File: src/rtl/esc_pkg.sv
// ----------------------------------------------------------------------------
// esc_pkg
// Shared types and fixed constants for the epoch seconds to calendar date unit.
// ----------------------------------------------------------------------------
package esc_pkg;

    typedef struct packed {
        logic [11:0] year;
        logic [3:0]  month;
        logic [4:0]  day;
    } t_date;

    // seconds per day, split as 2^7 * 675
    localparam logic [16:0] C_SEC_PER_DAY  = 17'd86400;
    localparam int          C_DAY_PRESHIFT = 7;
    localparam logic [25:0] C_DAY_RECIP    = 26'd50903316;   // floor(2^35 / 675)
    localparam int          C_DAY_SHIFT    = 35;

    // seconds per hour, split as 2^4 * 225
    localparam logic [16:0] C_SEC_PER_HOUR = 17'd3600;
    localparam logic [12:0] C_HOUR_RECIP   = 13'd4660;       // floor(2^20 / 225)
    localparam int          C_HOUR_SHIFT   = 20;

    // seconds per minute, split as 2^2 * 15
    localparam logic [11:0] C_SEC_PER_MIN  = 12'd60;
    localparam logic [10:0] C_MIN_RECIP    = 11'd1092;       // floor(2^14 / 15)
    localparam int          C_MIN_SHIFT    = 14;

    // four year cycles counted from 1969-01-01
    localparam logic [15:0] C_CYCLE_DAYS   = 16'd1461;
    localparam logic [15:0] C_CYCLE_RECIP  = 16'd45933;      // floor(2^26 / 1461)
    localparam int          C_CYCLE_SHIFT  = 26;
    localparam logic [11:0] C_BASE_YEAR    = 12'd1969;
    localparam logic [8:0]  C_YEAR_DAYS    = 9'd365;

    // first day after 2100-02-28, counted from the epoch
    localparam logic [15:0] C_DAY_2100_MAR = 16'd47541;

    localparam logic [19:0] C_USEC_PER_SEC = 20'd1000000;

    // day of year at which each month starts, common year
    localparam logic [8:0] C_MONTH_START [12] = '{
        9'd0,   9'd31,  9'd59,  9'd90,  9'd120, 9'd151,
        9'd181, 9'd212, 9'd243, 9'd273, 9'd304, 9'd334
    };

endpackage

File: src/rtl/epoch_seconds_to_calendar_date_unit.sv
// ----------------------------------------------------------------------------
// epoch_seconds_to_calendar_date_unit
// Unix time in seconds plus binary fraction to Gregorian date and time of day.
// ----------------------------------------------------------------------------
// Raise start with i_whole_seconds and i_second_fraction; the item transfers
// at a clock edge where start is high and busy is low. busy is high only
// during reset and until the next clock edge after it, so the block takes a
// new item in every cycle.
// Each result appears on the o_ ports for one cycle with o_valid high, once
// its item has passed the pipeline. Throughput is one item per cycle; the
// pipeline is a chain of constant reciprocal multiplies (days, then four year
// cycles in parallel with hours and minutes), each followed by a one step
// correction stage.
// Reset clears the valid pipeline, so items in flight are dropped. The
// receiver cannot stall: results are never held back.
// ----------------------------------------------------------------------------
module epoch_seconds_to_calendar_date_unit
    import esc_pkg::*;
#(
    parameter int FRACTION_BITS = 20
) (
    input  logic                     i_clk,
    input  logic                     i_rst_n,
    input  logic                     start,
    output logic                     busy,
    input  logic [31:0]              i_whole_seconds,
    input  logic [FRACTION_BITS-1:0] i_second_fraction,
    output logic                     o_valid,
    output logic [11:0]              o_year,
    output logic [3:0]               o_month,
    output logic [4:0]               o_day,
    output logic [4:0]               o_hour,
    output logic [5:0]               o_minute,
    output logic [5:0]               o_second,
    output logic [19:0]              o_microsecond,
    output logic                     o_has_fraction
);

    localparam int LAT = 8;
    localparam int MW  = FRACTION_BITS + 20;

    logic           r_busy;
    logic [LAT-1:0] r_vld;
    logic           w_take;

    assign w_take = start && !r_busy;
    assign busy   = r_busy;

    always_ff @(posedge i_clk) begin
        if (!i_rst_n) begin
            r_busy <= 1'b1;
            r_vld  <= '0;
        end else begin
            r_busy <= 1'b0;
            r_vld  <= {r_vld[LAT-2:0], w_take};
        end
    end

    // stage 1: day estimate product and microseconds
    logic [24:0]    w_dx;
    logic [50:0]    n1_prod;
    logic [MW-1:0]  n1_usec;
    logic [31:0]    r1_secs;
    logic [50:0]    r1_prod;

    logic [19:0]    r_usec_pipe [LAT];
    logic           r_frac_pipe [LAT];

    always_comb begin
        w_dx    = i_whole_seconds[31:C_DAY_PRESHIFT];
        n1_prod = {26'd0, w_dx} * {25'd0, C_DAY_RECIP};
        n1_usec = MW'(i_second_fraction) * MW'(C_USEC_PER_SEC);
    end

    always_ff @(posedge i_clk) begin
        r1_secs        <= i_whole_seconds;
        r1_prod        <= n1_prod;
        r_usec_pipe[0] <= n1_usec[MW-1:FRACTION_BITS];
        r_frac_pipe[0] <= (i_second_fraction != '0);
        for (int k = 1; k < LAT; k++) begin
            r_usec_pipe[k] <= r_usec_pipe[k-1];
            r_frac_pipe[k] <= r_frac_pipe[k-1];
        end
    end

    // stage 2: remainder against the estimated day count
    logic [15:0] n2_q;
    logic [32:0] n2_qmul;
    logic [32:0] n2_diff;
    logic [15:0] r2_q;
    logic [17:0] r2_rem;

    always_comb begin
        n2_q    = r1_prod[C_DAY_SHIFT+15:C_DAY_SHIFT];
        n2_qmul = {17'd0, n2_q} * {16'd0, C_SEC_PER_DAY};
        n2_diff = {1'b0, r1_secs} - n2_qmul;
    end

    always_ff @(posedge i_clk) begin
        r2_q   <= n2_q;
        r2_rem <= n2_diff[17:0];
    end

    // stage 3: correct the day count
    logic [15:0] r3_days;
    logic [16:0] r3_sod;

    always_ff @(posedge i_clk) begin
        if (r2_rem >= {1'b0, C_SEC_PER_DAY}) begin
            r3_days <= r2_q + 16'd1;
            r3_sod  <= 17'(r2_rem - {1'b0, C_SEC_PER_DAY});
        end else begin
            r3_days <= r2_q;
            r3_sod  <= r2_rem[16:0];
        end
    end

    t_date w_date;

    esc_calendar u_calendar (
        .i_clk  (i_clk),
        .i_days (r3_days),
        .o_date (w_date)
    );

    // time of day, five stages to line up with the calendar
    logic [25:0] r4_hprod;
    logic [16:0] r4_sod;

    always_ff @(posedge i_clk) begin
        r4_hprod <= {13'd0, r3_sod[16:4]} * {13'd0, C_HOUR_RECIP};
        r4_sod   <= r3_sod;
    end

    logic [4:0]  n5_h;
    logic [16:0] n5_hmul;
    logic [16:0] n5_diff;
    logic [4:0]  r5_h;
    logic [12:0] r5_rem;

    always_comb begin
        n5_h    = r4_hprod[C_HOUR_SHIFT+4:C_HOUR_SHIFT];
        n5_hmul = {12'd0, n5_h} * C_SEC_PER_HOUR;
        n5_diff = r4_sod - n5_hmul;
    end

    always_ff @(posedge i_clk) begin
        r5_h   <= n5_h;
        r5_rem <= n5_diff[12:0];
    end

    logic [4:0]  r6_hour;
    logic [11:0] r6_soh;

    always_ff @(posedge i_clk) begin
        if (r5_rem >= C_SEC_PER_HOUR[12:0]) begin
            r6_hour <= r5_h + 5'd1;
            r6_soh  <= 12'(r5_rem - C_SEC_PER_HOUR[12:0]);
        end else begin
            r6_hour <= r5_h;
            r6_soh  <= r5_rem[11:0];
        end
    end

    logic [20:0] r7_mprod;
    logic [11:0] r7_soh;
    logic [4:0]  r7_hour;

    always_ff @(posedge i_clk) begin
        r7_mprod <= {11'd0, r6_soh[11:2]} * {10'd0, C_MIN_RECIP};
        r7_soh   <= r6_soh;
        r7_hour  <= r6_hour;
    end

    logic [5:0]  n8_m;
    logic [11:0] n8_mmul;
    logic [6:0]  n8_rem;
    logic [5:0]  r8_minute;
    logic [5:0]  r8_second;
    logic [4:0]  r8_hour;

    always_comb begin
        n8_m    = r7_mprod[C_MIN_SHIFT+5:C_MIN_SHIFT];
        n8_mmul = {6'd0, n8_m} * C_SEC_PER_MIN;
        n8_rem  = 7'(r7_soh - n8_mmul);
    end

    always_ff @(posedge i_clk) begin
        r8_hour <= r7_hour;
        if (n8_rem >= C_SEC_PER_MIN[6:0]) begin
            r8_minute <= n8_m + 6'd1;
            r8_second <= 6'(n8_rem - C_SEC_PER_MIN[6:0]);
        end else begin
            r8_minute <= n8_m;
            r8_second <= n8_rem[5:0];
        end
    end

    assign o_valid        = r_vld[LAT-1];
    assign o_year         = w_date.year;
    assign o_month        = w_date.month;
    assign o_day          = w_date.day;
    assign o_hour         = r8_hour;
    assign o_minute       = r8_minute;
    assign o_second       = r8_second;
    assign o_microsecond  = r_usec_pipe[LAT-1];
    assign o_has_fraction = r_frac_pipe[LAT-1];

endmodule

File: src/rtl/esc_calendar.sv
// ----------------------------------------------------------------------------
// esc_calendar
// Five stage pipeline from days since the epoch to year, month and day.
// ----------------------------------------------------------------------------
module esc_calendar
    import esc_pkg::*;
(
    input  logic        i_clk,
    input  logic [15:0] i_days,
    output t_date       o_date
);

    // stage 1: shift to a 1969 origin, 2100 is not a leap year so skip its feb 29
    logic [15:0] n1_t;
    logic [31:0] n1_prod;
    logic [15:0] r1_t;
    logic [31:0] r1_prod;

    always_comb begin
        n1_t    = i_days + ((i_days >= C_DAY_2100_MAR) ? 16'd366 : 16'd365);
        n1_prod = {16'd0, n1_t} * {16'd0, C_CYCLE_RECIP};
    end

    always_ff @(posedge i_clk) begin
        r1_t    <= n1_t;
        r1_prod <= n1_prod;
    end

    // stage 2: estimated cycle count and remainder
    logic [5:0]  n2_cyc;
    logic [16:0] n2_cmul;
    logic [16:0] n2_diff;
    logic [5:0]  r2_cyc;
    logic [11:0] r2_rem;

    always_comb begin
        n2_cyc  = r1_prod[C_CYCLE_SHIFT+5:C_CYCLE_SHIFT];
        n2_cmul = {11'd0, n2_cyc} * {1'b0, C_CYCLE_DAYS};
        n2_diff = {1'b0, r1_t} - n2_cmul;
    end

    always_ff @(posedge i_clk) begin
        r2_cyc <= n2_cyc;
        r2_rem <= n2_diff[11:0];
    end

    // stage 3: estimate is low by at most one
    logic [5:0]  r3_cyc;
    logic [10:0] r3_rem;

    always_ff @(posedge i_clk) begin
        if (r2_rem >= C_CYCLE_DAYS[11:0]) begin
            r3_cyc <= r2_cyc + 6'd1;
            r3_rem <= 11'(r2_rem - C_CYCLE_DAYS[11:0]);
        end else begin
            r3_cyc <= r2_cyc;
            r3_rem <= r2_rem[10:0];
        end
    end

    // stage 4: year within the cycle, last year of a cycle is the leap one
    logic [1:0]  n4_yy;
    logic [10:0] n4_sub;
    logic [11:0] r4_year;
    logic [8:0]  r4_doy;
    logic        r4_leap;

    always_comb begin
        if (r3_rem >= 11'd1095) begin
            n4_yy  = 2'd3;
            n4_sub = 11'd1095;
        end else if (r3_rem >= 11'd730) begin
            n4_yy  = 2'd2;
            n4_sub = 11'd730;
        end else if (r3_rem >= 11'(C_YEAR_DAYS)) begin
            n4_yy  = 2'd1;
            n4_sub = 11'(C_YEAR_DAYS);
        end else begin
            n4_yy  = 2'd0;
            n4_sub = 11'd0;
        end
    end

    always_ff @(posedge i_clk) begin
        r4_year <= C_BASE_YEAR + {4'd0, r3_cyc, 2'b00} + {10'd0, n4_yy};
        r4_doy  <= 9'(r3_rem - n4_sub);
        r4_leap <= (n4_yy == 2'd3);
    end

    // stage 5: month and day of month
    logic [3:0] n5_month;
    logic [8:0] n5_base;
    logic [8:0] n5_off;

    always_comb begin
        logic [8:0] thr;
        n5_month = 4'd1;
        n5_base  = 9'd0;
        for (int k = 1; k < 12; k++) begin
            thr = C_MONTH_START[k] + ((r4_leap && (k >= 2)) ? 9'd1 : 9'd0);
            if (r4_doy >= thr) begin
                n5_month = 4'(k + 1);
                n5_base  = thr;
            end
        end
        n5_off = r4_doy - n5_base;
    end

    always_ff @(posedge i_clk) begin
        o_date.year  <= r4_year;
        o_date.month <= n5_month;
        o_date.day   <= n5_off[4:0] + 5'd1;
    end

endmodule
File: config.mk
export PLATFORM = sky130hd
export DESIGN_NAME = epoch_seconds_to_calendar_date_unit
export DESIGN_NICKNAME = d
export VERILOG_FILES = /design/src/rtl/esc_pkg.sv /design/src/rtl/epoch_seconds_to_calendar_date_unit.sv /design/src/rtl/esc_calendar.sv
export SDC_FILE = /design/constraint.sdc
export NUM_CORES = 2
export LEC_CHECK = 0
export BUFFER_PORTS_ARGS = -buffer_cell sky130_fd_sc_hd__buf_2
export CORE_MARGIN = 2
export CORE_UTILIZATION = 45
export DETAILED_ROUTE_END_ITERATION = 16
export GPL_TIMING_DRIVEN = 0
export PLACE_DENSITY = 0.67
export SYNTH_ARGS = -nofsm -noshare
export SYNTH_HDL_FRONTEND = slang
export SYNTH_SLANG_ARGS = --single-unit
File: constraint.sdc
create_clock -name i_clk -period 11.25 [get_ports i_clk]
set_input_delay 2.25 -clock i_clk [delete_from_list [all_inputs] [get_ports i_clk]]
set_output_delay 2.25 -clock i_clk [all_outputs]
set_load 0.02 [all_outputs]
==> impl_metrics.py <==
metrics = {
    "synth": {
        "synth-adder-area-share_pct": 49.59,
        "yosysMostFrequentCell": "ha_1",
        "synth_simple_gate_area_share_pct": 4.607,
        "muxShareOfSynthArea_pct": 0.09214,
        "yosys.area.top_type": "ha_1",
        "yosys_warnings": 0,
        "syn_inst": 3233,
        "syn-cell-area_mm2": 0.03531,
        "synth_edf_count": 0,
        "synth.top_cells.by_count": "ha_1, inv_1, dfxtp_1",
        "async_reset_ff_share_pct": 0,
        "syn_area_per_cell_um2": 10.92,
        "synthFlopType": "dfxtp_1",
        "synth.ff_latch_count": 462,
        "synth_compound_gate_area_share_pct": 6.524,
        "synthTopCellsByArea": "ha_1, dfxtp_1, fa_1",
        "yosysUniqueCellTypes": 70,
        "synth_top_family_by_area": "adder cells",
        "synthXorXnorAreaFrac_pct": 5.284,
        "syn-num-nets": 4461,
        "synth-seq-area-share_pct": 26.20,
        "yosysTopAreaCellShare_pct": 28.21,
    },
    "clock_network": {
        "cts_resized": 0,
        "clk_path_buf_depth": 3,
        "htree_levels": 2,
        "numCtsBuffers": 50,
        "insertion_delay_ns": 0.60,
        "cts_root_buf": "clkbuf_16",
        "cts_setup_buffers": 0,
        "clock_sinks": 462,
        "ctsHoldBuffers": 0,
        "clk_pin_slew_ns": 0.06,
        "cts_tree": "done",
    },
    "sta": {
        "hold_violations": 0,
        "finalCriticalPeriod_ns": 8.920,
        "rsz0062_at_grt": "false",
        "clock-skew-final_ns": 0.03490,
        "drv_slew": 0,
        "fin_crit_sh_pct": 79.29,
        "setup_tns_ns": 0,
        "setup_violations": 0,
        "worstMarginPinSlew_ns": 1.353,
        "max_freq_ghz": 0.1121,
        "maxSlewHeadroom_pct": 9.168,
    },
    "worst_setup_path": {
        "crit_fanout": 6,
        "max_stage_delay_ns": 0.70,
        "worst_setup_path_end_kind": "register",
        "cp.required_ns": 11.78,
        "criticalPathCategory": "register to register",
        "cp-start-kind": "register",
        "worstPathArrival_ns": 9.45,
        "critPathSlowestCell": "xnor2_1",
    },
    "job": {
        "maxCapViolCount": 0,
    },
    "grt": {
        "grt_pass1_vias": 22098,
        "track_usage_pct": 16.11,
        "antenna_found_initial": 0,
        "grt_overflow": 0,
        "use_met3_pct": 2.263,
        "use_met1_pct": 21.30,
        "busiest_layer": "met2",
        "globalRouteMet2Util_pct": 27.74,
        "grt_pass1_wl_um": 106500,
        "grt_max_degree": 16,
    },
    "worst_hold_path": {
        "hp-class": "register to register",
    },
    "cells_and_area": {
        "syn_to_final_growth_pct": 10.26,
        "multi_input_area_mm2": 0.02333,
        "regArea_mm2": 0.009249,
        "nets": 4628,
        "layout-drive-gt1-share_pct": 7.236,
        "nFillCells": 7156,
        "diodes": 0,
    },
    "drt": {
        "via_count": 21243,
        "via_per_inst": 4.741,
        "first_iter_violations": 721,
        "wirelength_um": 62020,
        "drc": 0,
        "drtAntennaViolNets": 0,
        "post_drt_wl_per_cell_um": 13.84,
        "first_pass_iters": 5,
    },
    "placed_design": {
        "portBuffers": 115,
        "dp_hpwl_um": 50630,
        "place_congestion": 0.8644,
    },
    "die": {
        "die_w_um": 284.1,
        "io_pins": 116,
        "die_area_mm2": 0.08071,
        "core_area_mm2": 0.07759,
        "rows": 102,
        "die_h_um": 284.1,
        "initial_core_util_pct": 45.50,
    },
    "run_status": {
        "status": "complete, no violations",
    },
}
-- cell usage in the layout (no fill, tap or decap), types with 9 or more instances in the layout --
cell type / instances
a211oi_1: 9
a31oi_1: 11
dfxtp_1: 462
o21bai_1: 16
nor2_1: 75
a21oi_1: 106
nand2b_1: 27
nor2b_1: 19
ha_1: 796
xor2_1: 59
inv_1: 679
a21o_1: 49
nand3_1: 27
o21a_1: 14
nor3_1: 21
o211ai_1: 13
o21ai_0: 61
nand4_1: 26
and2_1: 9
and3_1: 14
xnor2_1: 154
clkbuf_16: 50
clkbuf_1: 13
nand2_1: 88
buf_4: 20
buf_2: 115
fa_1: 377
-- area by class of cell --
class,instances,area share (%)
multi-input combinational,2066,59.94
sequential,462,23.76
inverter,679,6.547
clock buffer,65,3.564
tap,1040,3.343
timing repair buffer,115,1.478
clock inverter,28,0.9224
buffer,26,0.4435
-- metrics by stage --
step	instance area [µm²]	worst slack (ns)	utilization (%)	instances	hold slack, ns
final	38930	2.330	50.17	4481	0.3186
after global routing	38930	1.798	50.17	4481	0.3236
after CTS	38930	2.295	50.17	4481	0.3205
after detailed placement	37180	2.291	47.92	4388	0.3121
after global placement	37180	2.287	47.92	4388	0.3098
after floorplan	35310	3.303	-	3233	0.3096
-- cells by family after synthesis --
kind of cell,after synthesis
AOI/OAI and AO/OA,347
xor gates and xnor gates,213
adders and majority gates,1173
buffers and inverters,705
DFF,462
muxes,3
and+or+nand+nor,330
-- flip-flops by register name (all words and copies together) (netlist names), 8 cells and up --
register and cells:
r_usec_pipe 160, u_calendar.o_date 21, r1_secs 18, r2_rem 18, r3_sod 17, r1_prod 16
r2_q 16, r3_days 16, r4_sod 13, r5_rem 13, r6_soh 12, u_calendar.r1_t 12
u_calendar.r2_rem 12, u_calendar.r4_year 12, u_calendar.r3_rem 11, u_calendar.r4_doy 9, r_frac_pipe 8, r_vld 8
-- metal layers --
layer	part of all wire [%]	routed length, µm
met5	0	0
met4	2.0	1268
met3	3.1	1921
met2	47	29400
met1	47	29430
-- critical path: cells and delay by family, from the launching register on --
kind,cells,cell delay [ns]
AO/OA/AOI/OAI,12,2.55
buffers and inverters,6,0.37
AND/OR/NAND/NOR,8,0.84
flip-flops,1,0.32
adder cells (fa/ha/maj),9,3.94
XOR/XNOR,2,0.83
-- worst paths after layout --
check        cells past startpoint         startpoint                     end  slack [ns]
max                             37         r3_days[1]  u_calendar.r1_prod[31]        2.33
min                              0  r_usec_pipe[0][1]      r_usec_pipe[0][21]        0.32
max reg2reg                     37         r3_days[1]  u_calendar.r1_prod[31]        2.33
min reg2reg                      0  r_usec_pipe[0][1]      r_usec_pipe[0][21]        0.32
Power is left out: the tool's default activity adds up to more than one toggle a clock period on the data nets, which glitch-free logic cannot reach.
